File: src/rtl/core/mcs_pkg.sv
`timescale 1ns / 1ps
// mcs_pkg: shared types and constants for the midpoint circle stepper
// used by mcs_front, mcs_queue, mcs_back, the checker and the testbench

package mcs_pkg;

  typedef enum logic [2:0] {
    F_IDLE,
    F_MUL,
    F_ADD,
    F_ROOT,
    F_PUSH
  } front_state_t;

  localparam logic MODE_START = 1'b0;
  localparam logic MODE_STEP  = 1'b1;

  localparam logic [2:0] LAST_PIX = 3'd7;

  localparam int QUEUE_DEPTH = 2;
  localparam int QPTR_W      = 1;

  localparam int D_INIT = 3;
  localparam int D_DIAG = 10;
  localparam int D_AXIS = 6;

endpackage

File: src/rtl/core/mcs_front.sv
`timescale 1ns / 1ps
// mcs_front: accepts start and step beats, holds the circle state,
// computes the rounded radius by a bit-pair square root; uses mcs_pkg

module mcs_front #(
  parameter int N = 12
) (
  input  logic                 clk,
  input  logic                 rst,
  input  logic                 s_tvalid,
  output logic                 s_tready,
  input  logic                 s_tuser,
  input  logic [N-1:0]         center_x,
  input  logic [N-1:0]         center_y,
  input  logic [N-1:0]         edge_x,
  input  logic [N-1:0]         edge_y,
  input  logic                 q_full,
  output logic                 push,
  output logic [4*N+3:0]       entry
);
  import mcs_pkg::*;

  localparam int SQ_W = 2 * (N + 1);
  localparam int DW   = N + 5;
  localparam int OW   = N + 2;

  front_state_t state, state_next;

  logic [N-1:0]          cx, cy;
  logic signed [OW-1:0]  xo, yo;
  logic signed [DW-1:0]  dec;
  logic                  started;
  logic signed [N:0]     dx, dy;
  logic [SQ_W-1:0]       sqx, sqy;
  logic [SQ_W-1:0]       rem, root, bitm;

  logic                  accept, start_in, step_in, step_ok;
  logic signed [N:0]     dx_in, dy_in;
  logic signed [SQ_W-1:0] prod_x, prod_y;
  logic signed [OW-1:0]  xo_inc, yo_dec;
  logic signed [DW-1:0]  xi_e, yd_e, d_diag, d_axis;
  logic                  d_pos;
  logic signed [OW-1:0]  yo_step;
  logic signed [DW-1:0]  dec_step;
  logic [SQ_W-1:0]       trial, rem_n, root_n;
  logic                  ge;
  logic [N:0]            r_round;
  logic signed [DW-1:0]  r_ext, dec_start;

  assign accept   = s_tvalid && s_tready;
  assign start_in = accept && (s_tuser == MODE_START);
  assign step_in  = accept && (s_tuser == MODE_STEP);
  assign step_ok  = started && !(yo < xo);

  assign dx_in = {center_x[N-1], center_x} - {edge_x[N-1], edge_x};
  assign dy_in = {center_y[N-1], center_y} - {edge_y[N-1], edge_y};
  assign prod_x = dx * dx;
  assign prod_y = dy * dy;

  // one midpoint step
  assign xo_inc = xo + OW'(1);
  assign yo_dec = yo - OW'(1);
  assign xi_e   = {{(DW-OW){xo_inc[OW-1]}}, xo_inc};
  assign yd_e   = {{(DW-OW){yo_dec[OW-1]}}, yo_dec};
  assign d_pos  = !dec[DW-1] && (|dec);
  assign d_diag = dec + ((xi_e - yd_e) <<< 2) + DW'(D_DIAG);
  assign d_axis = dec + (xi_e <<< 2) + DW'(D_AXIS);
  assign yo_step  = d_pos ? yo_dec : yo;
  assign dec_step = d_pos ? d_diag : d_axis;

  // square root iteration
  assign trial  = root + bitm;
  assign ge     = rem >= trial;
  assign rem_n  = ge ? rem - trial : rem;
  assign root_n = ge ? (root >> 1) + bitm : root >> 1;

  assign r_round   = root[N:0] + ((rem > root) ? (N+1)'(1) : (N+1)'(0));
  assign r_ext     = {{(DW-N-1){1'b0}}, r_round};
  assign dec_start = DW'(D_INIT) - (r_ext <<< 1);

  always_comb begin
    state_next = state;
    unique case (state)
      F_IDLE: if (start_in) state_next = F_MUL;
      F_MUL:  state_next = F_ADD;
      F_ADD:  state_next = F_ROOT;
      F_ROOT: if (bitm[0]) state_next = F_PUSH;
      F_PUSH: if (!q_full) state_next = F_IDLE;
      default: state_next = F_IDLE;
    endcase
  end

  always_comb begin
    s_tready = 1'b0;
    push     = 1'b0;
    entry    = {cx, cy, xo_inc, yo_step};
    unique case (state)
      F_IDLE: begin
        s_tready = !q_full;
        push     = step_in && step_ok;
      end
      F_PUSH: begin
        push  = !q_full;
        entry = {cx, cy, OW'(0), {1'b0, r_round}};
      end
      default: begin
        s_tready = 1'b0;
      end
    endcase
  end

  always_ff @(posedge clk) begin
    if (rst) begin
      state   <= F_IDLE;
      cx      <= '0;
      cy      <= '0;
      xo      <= '0;
      yo      <= '0;
      dec     <= '0;
      started <= 1'b0;
    end else begin
      state <= state_next;
      if (start_in) begin
        cx <= center_x;
        cy <= center_y;
      end
      if (state == F_IDLE && step_in && step_ok) begin
        xo  <= xo_inc;
        yo  <= yo_step;
        dec <= dec_step;
      end
      if (state == F_PUSH && !q_full) begin
        xo      <= '0;
        yo      <= {1'b0, r_round};
        dec     <= dec_start;
        started <= 1'b1;
      end
    end
  end

  always_ff @(posedge clk) begin
    if (start_in) begin
      dx <= dx_in;
      dy <= dy_in;
    end
    if (state == F_MUL) begin
      sqx <= unsigned'(prod_x);
      sqy <= unsigned'(prod_y);
    end
    if (state == F_ADD) begin
      rem  <= sqx + sqy;
      root <= '0;
      bitm <= {2'b01, {(SQ_W-2){1'b0}}};
    end else if (state == F_ROOT) begin
      rem  <= rem_n;
      root <= root_n;
      bitm <= bitm >> 2;
    end
  end

endmodule

File: src/rtl/core/mcs_queue.sv
`timescale 1ns / 1ps
// mcs_queue: two-entry run queue between front and back
// depends on mcs_pkg for depth and pointer width

module mcs_queue #(
  parameter int W = 50
) (
  input  logic         clk,
  input  logic         rst,
  input  logic         push,
  input  logic [W-1:0] entry_in,
  output logic         full,
  input  logic         pop,
  output logic         valid,
  output logic [W-1:0] entry_out
);
  import mcs_pkg::*;

  localparam int CNT_W = QPTR_W + 1;

  logic [W-1:0]      mem [QUEUE_DEPTH];
  logic [QPTR_W-1:0] wr_ptr, rd_ptr;
  logic [CNT_W-1:0]  count;

  assign full      = count == CNT_W'(QUEUE_DEPTH);
  assign valid     = count != '0;
  assign entry_out = mem[rd_ptr];

  always_ff @(posedge clk) begin
    if (rst) begin
      wr_ptr <= '0;
      rd_ptr <= '0;
      count  <= '0;
    end else begin
      if (push) wr_ptr <= wr_ptr + QPTR_W'(1);
      if (pop)  rd_ptr <= rd_ptr + QPTR_W'(1);
      if (push && !pop)      count <= count + CNT_W'(1);
      else if (pop && !push) count <= count - CNT_W'(1);
    end
  end

  always_ff @(posedge clk) begin
    if (push) mem[wr_ptr] <= entry_in;
  end

endmodule

File: src/rtl/core/mcs_back.sv
`timescale 1ns / 1ps
// mcs_back: expands one queued run into its eight symmetric pixels
// one beat per cycle unless the output stalls, through an output register; uses mcs_pkg

module mcs_back #(
  parameter int N = 12
) (
  input  logic           clk,
  input  logic           rst,
  input  logic           q_valid,
  input  logic [4*N+3:0] q_entry,
  output logic           q_pop,
  output logic           out_valid,
  input  logic           out_ready,
  output logic [N+1:0]   pixel_x,
  output logic [N+1:0]   pixel_y,
  output logic           last_pixel
);
  import mcs_pkg::*;

  localparam int PW = N + 2;

  logic [4*N+3:0] cur;
  logic           cur_valid;
  logic [2:0]     idx;
  logic           load, run_done;

  logic [N-1:0]   ccx, ccy;
  logic [N+1:0]   cxo, cyo;
  logic [N+1:0]   a, b;
  logic [PW-1:0]  cx_e, cy_e, a_e, b_e, px, py;

  assign {ccx, ccy, cxo, cyo} = cur;

  assign load     = cur_valid && (!out_valid || out_ready);
  assign run_done = load && (idx == LAST_PIX);
  assign q_pop    = q_valid && (!cur_valid || run_done);

  assign a    = idx[2] ? cyo : cxo;
  assign b    = idx[2] ? cxo : cyo;
  assign cx_e = {{(PW-N){ccx[N-1]}}, ccx};
  assign cy_e = {{(PW-N){ccy[N-1]}}, ccy};
  assign a_e  = a;
  assign b_e  = b;
  assign px   = idx[0] ? cx_e - a_e : cx_e + a_e;
  assign py   = idx[1] ? cy_e - b_e : cy_e + b_e;

  always_ff @(posedge clk) begin
    if (rst) begin
      cur_valid <= 1'b0;
      idx       <= '0;
      out_valid <= 1'b0;
    end else begin
      if (load) begin
        out_valid <= 1'b1;
        idx       <= idx + 3'd1;
      end else if (out_ready) begin
        out_valid <= 1'b0;
      end
      if (q_pop)         cur_valid <= 1'b1;
      else if (run_done) cur_valid <= 1'b0;
    end
  end

  always_ff @(posedge clk) begin
    if (q_pop) cur <= q_entry;
    if (load) begin
      pixel_x    <= px;
      pixel_y    <= py;
      last_pixel <= idx == LAST_PIX;
    end
  end

endmodule

File: src/rtl/core/midpoint_circle_stepper.sv
`timescale 1ns / 1ps
// midpoint_circle_stepper: top level of the midpoint circle stepper
// instantiates mcs_front, mcs_queue and mcs_back

// A start beat (tuser 0) latches the center and takes the radius as the rounded
// integer square root of the squared center-to-edge distance; a step beat
// (tuser 1) advances one octant point. Each run leaves as eight pixel beats,
// one per cycle unless stalled, tlast on the eighth. A step beat is pushed
// in the cycle it is accepted; a start beat holds the front through multiply,
// add, square root and push states, the square root unit resolving one result
// bit per cycle. Runs wait in a two-run queue; the single pixel output port sets
// the sustained rate. Steps before any start or past the octant give no beats.

module midpoint_circle_stepper #(
  parameter int COORD_BITS = 12,
  localparam int IN_W  = ((4 * COORD_BITS + 7) / 8) * 8,
  localparam int OUT_W = ((2 * (COORD_BITS + 2) + 7) / 8) * 8
) (
  input  logic              clk,
  input  logic              rst,
  input  logic              s_tvalid,
  output logic              s_tready,
  // center_x, center_y, edge_x, edge_y, zero pad
  input  logic [IN_W-1:0]   s_tdata,
  // mode
  input  logic              s_tuser,
  output logic              m_tvalid,
  input  logic              m_tready,
  // pixel_x, pixel_y, zero pad
  output logic [OUT_W-1:0]  m_tdata,
  output logic              m_tlast
);
  localparam int N     = COORD_BITS;
  localparam int EW    = 4 * N + 4;

  logic          q_full, push, q_valid, q_pop;
  logic [EW-1:0] entry_in, entry_out;
  logic [N+1:0]  pixel_x, pixel_y;

  mcs_front #(.N(N)) u_front (
    .clk      (clk),
    .rst      (rst),
    .s_tvalid (s_tvalid),
    .s_tready (s_tready),
    .s_tuser  (s_tuser),
    .center_x (s_tdata[N-1:0]),
    .center_y (s_tdata[2*N-1:N]),
    .edge_x   (s_tdata[3*N-1:2*N]),
    .edge_y   (s_tdata[4*N-1:3*N]),
    .q_full   (q_full),
    .push     (push),
    .entry    (entry_in)
  );

  mcs_queue #(.W(EW)) u_queue (
    .clk       (clk),
    .rst       (rst),
    .push      (push),
    .entry_in  (entry_in),
    .full      (q_full),
    .pop       (q_pop),
    .valid     (q_valid),
    .entry_out (entry_out)
  );

  mcs_back #(.N(N)) u_back (
    .clk        (clk),
    .rst        (rst),
    .q_valid    (q_valid),
    .q_entry    (entry_out),
    .q_pop      (q_pop),
    .out_valid  (m_tvalid),
    .out_ready  (m_tready),
    .pixel_x    (pixel_x),
    .pixel_y    (pixel_y),
    .last_pixel (m_tlast)
  );

  assign m_tdata = OUT_W'({pixel_y, pixel_x});

endmodule

File: config.mk
export PLATFORM = sky130hd
export DESIGN_NAME = midpoint_circle_stepper
export DESIGN_NICKNAME = d
export VERILOG_FILES = /design/src/rtl/core/mcs_pkg.sv /design/src/rtl/core/mcs_front.sv /design/src/rtl/core/mcs_queue.sv /design/src/rtl/core/mcs_back.sv /design/src/rtl/core/midpoint_circle_stepper.sv
export SDC_FILE = /design/constraint.sdc
export NUM_CORES = 2
export LEC_CHECK = 0
export BUFFER_PORTS_ARGS = -buffer_cell sky130_fd_sc_hd__buf_2
export CELL_PAD_IN_SITES_DETAIL_PLACEMENT = 0
export CELL_PAD_IN_SITES_GLOBAL_PLACEMENT = 2
export CORE_AREA = 2 2 302 304
export CTS_CLUSTER_SIZE = 28
export DETAILED_ROUTE_END_ITERATION = 8
export DIE_AREA = 0 0 304 306
export GPL_TIMING_DRIVEN = 1
export HOLD_SLACK_MARGIN = 0.02
export PLACE_DENSITY = 0.9
export SKIP_LAST_GASP = 1
export SLEW_MARGIN = 15
export SYNTH_ARGS = -nofsm -noshare
export SYNTH_HDL_FRONTEND = slang
export SYNTH_SLANG_ARGS = --single-unit
File: constraint.sdc
create_clock -name clk -period 7.4 [get_ports clk]
set_clock_uncertainty 0.05 [all_clocks]
set_input_delay 0.74 -clock clk [delete_from_list [all_inputs] [get_ports clk]]
set_output_delay 0.74 -clock clk [all_outputs]
set_load 0.02 [all_outputs]
==> qor.txt <==
Yosys Warn Count -> 0
Worst Max-Slew Pin Slew -> 1350 ps
Post-synth EDFFs -> 287
Seq/Total Area, Yosys -> 29.6%
H-tree Lvls -> 2
pins over their slew limit -> 0
fin crit share -> 87.2%
RSZ-0062 raised after global routing -> false
Top cell by count, worst path -> fa_1
clock root cell -> clkbuf_16
Clock Latency Late Sink -> 600 ps
fmax -> 155 MHz
Avg Cell Area, Syn -> 9.72 um^2
final hold vios -> 0
largest family of logic cells by synthesized area -> adder cells
cell count after synthesis -> 3,837
share of the synthesized area in the top cell type -> 23.1%
Setup crit end kind -> register
Final ANT Viol Nets -> 0
Adder-Cell Fraction of Synth Area -> 29.0%
Final Hold Slack -> 332 ps
Req. time, crit path -> 7680 ps
Synth top cells by count -> inv_1, ha_1, nand2_1
hpwl dp -> 71,200 um
total grt overflow -> 0
die area -> 93,000 um^2
largest net degree at the start of global routing -> 64
cell area after synthesis -> 37,300 um^2
fin cells -> 5,097
ant diodes -> 0
Seq cells post-synth -> 408
ys async rst share -> 0%
cell family with most CP delay -> adder cells
share of layout cells above drive strength 1 -> 7.29%
clk slew on worst S/H paths -> 70 ps
via count -> 26.9k
critical path's largest stage delay -> 940 ps
P&R area growth vs syn -> 8.94%
Die Y -> 306 um
multi-input logic area -> 24,000 um^2
worst min path class -> primary input to register
IO buf count -> 83
die width -> 304 um
Clock Sink Count -> 408
Tmin final -> 6460 ps
most frequent cell after synthesis -> inv_1
CTS Buf Count -> 48
Synth area leader -> edfxtp_1
IO Pins -> 88
Total Nets Final -> 4,623
# setup viols final -> 0
largest cells by area after synthesis -> edfxtp_1, fa_1, ha_1, dfxtp_1, inv_1
Most used DFF post-synth -> edfxtp_1
mux share of post-synthesis cell area -> 2.54%
post-CTS setup buffer count -> 0
CP arrival -> 6740 ps
Post-Synth Simple-Gate Area -> 12.7%
Post-Synth XOR/XNOR Area -> 7.32%
post-route setup TNS -> 0 ps
CTS resizes -> 0
# DRC -> 0
Synth Area in Compound Gates -> 12.5%
status -> finished, final reports clean
CP Buf/Inv Count -> 2
vias in the first global route -> 27.6k
CTS tree -> yes
relative slew slack -> 8.63%
vias per inst -> 5.28
placed cell count -> 5,008
routed len/inst -> 17.8 um
RePlAce Congestion -> 0.839
first-pass GRT wire length -> 147,000 um
All-Layer GR Usage -> 19.7%
DR iter-0 viols -> 1,502
initial antenna violation count -> 0
core area -> 89,600 um^2
1st-pass router iterations -> 5
Register Area -> 11,000 um^2
Distinct cells, synth -> 87
slowest CP cell -> edfxtp_1
MaxCap Viol Count -> 0
crit start category -> register
Max FO, Critical Path -> 25
Post-Route WL -> 90,500 um
Initial Utilization -> 41.6%
crit path cell chain -> and2_1 -> inv_1 -> fa_1 -> fa_1 -> inv_1 -> fa_1 -> fa_1 -> fa_1 -> ha_1 -> ha_1 -> o21ai_0 -> nor2_1 -> a211o_1 -> a2111oi_0 -> o21bai_1 -> a21oi_1 -> xnor2_1
Fill cells -> 8,641
hold buffer count at cts -> 0
CP Class -> register to register
CTS max path bufs -> 3
FP Rows -> 110
-- worst paths after layout --
path                   from                 end  slack, ps  cells after the start
max          u_front.dy[12]     u_front.sqy[25]        940                     17
min                     rst      u_front.dec[0]        330                      2
max reg2reg  u_front.dy[12]     u_front.sqy[25]        940                     17
min reg2reg  u_front.cx[10]  u_queue.mem[1][50]        390                      0
-- flip-flops by register name, summed over array words and instances, names as in the netlist, 2 cells and up --
| register | count |
|---|---|
| u_front.root | 26 |
| u_front.cy | 12 |
| u_back.cur | 52 |
| u_front.sqx | 25 |
| u_front.dec | 17 |
| u_back.pixel_x | 14 |
| u_front.yo | 14 |
| u_front.dx | 13 |
| u_queue.mem | 104 |
| u_front.rem | 26 |
| u_front.sqy | 25 |
| u_front.cx | 12 |
| u_front.state | 3 |
| u_back.idx | 3 |
| u_front.xo | 14 |
| u_front.bitm | 13 |
| u_queue.count | 2 |
| u_front.dy | 13 |
| u_back.pixel_y | 14 |
-- placed cells by master, fill, tap and decap left out, types with 8 or more instances in the layout --
| master | instances |
|---|---|
| a211o_1 | 9 |
| a211oi_1 | 32 |
| a21boi_0 | 14 |
| a21o_1 | 60 |
| a21oi_1 | 180 |
| a31o_2 | 8 |
| a31oi_1 | 43 |
| and2_1 | 79 |
| and3_1 | 28 |
| buf_2 | 83 |
| buf_4 | 25 |
| clkbuf_16 | 48 |
| dfxtp_1 | 119 |
| edfxtp_1 | 287 |
| fa_1 | 294 |
| ha_1 | 394 |
| inv_1 | 498 |
| mux2_2 | 52 |
| mux2i_1 | 36 |
| nand2_1 | 347 |
| nand2b_1 | 28 |
| nand3_1 | 61 |
| nand4_1 | 17 |
| nor2_1 | 241 |
| nor2b_1 | 51 |
| nor3_1 | 65 |
| nor4_1 | 17 |
| o211ai_1 | 31 |
| o21a_1 | 31 |
| o21ai_0 | 131 |
| o21ai_1 | 16 |
| o21bai_1 | 24 |
| o22ai_1 | 22 |
| o31ai_1 | 16 |
| or2_2 | 8 |
| or3_1 | 24 |
| xnor2_1 | 213 |
| xor2_1 | 99 |
-- metal layers --
metal  wire [um]  GRT usage [%]
met5           0              0
met4        2850           6.38
met2       45000           34.7
met3        2900           2.16
met1       39800           25.2
-- area by class of cell --
type,count,area share [%]
tap,1176,3.62
timing repair buffer,108,1.48
inverter,503,4.65
clock inverter,31,1.00
clock buffer,58,3.12
multi-input combinational,2813,59.0
sequential,408,27.2
-- cells by family after synthesis --
family / count (synthesis)
muxes: 88
adders and majority gates: 688
other: 1
and+or+nand+nor: 1005
buffers and inverters: 619
xor gates and xnor gates: 312
DFF: 408
AOI/OAI and AO/OA: 716
-- stage by stage --
stage          util (%)  instance area, um^2  setup slack (ps)
6_report           45.4                40600               945
5_1_grt            45.4                40600               429
4_1_cts            45.4                40600               957
3_5_place_dp       43.5                39000               984
3_3_place_gp       43.5                39000              1020
2_1_floorplan         -                37300              1500
Power is not shown: default switching activity piles up to over one toggle a cycle in this logic, so the estimate is an artifact.
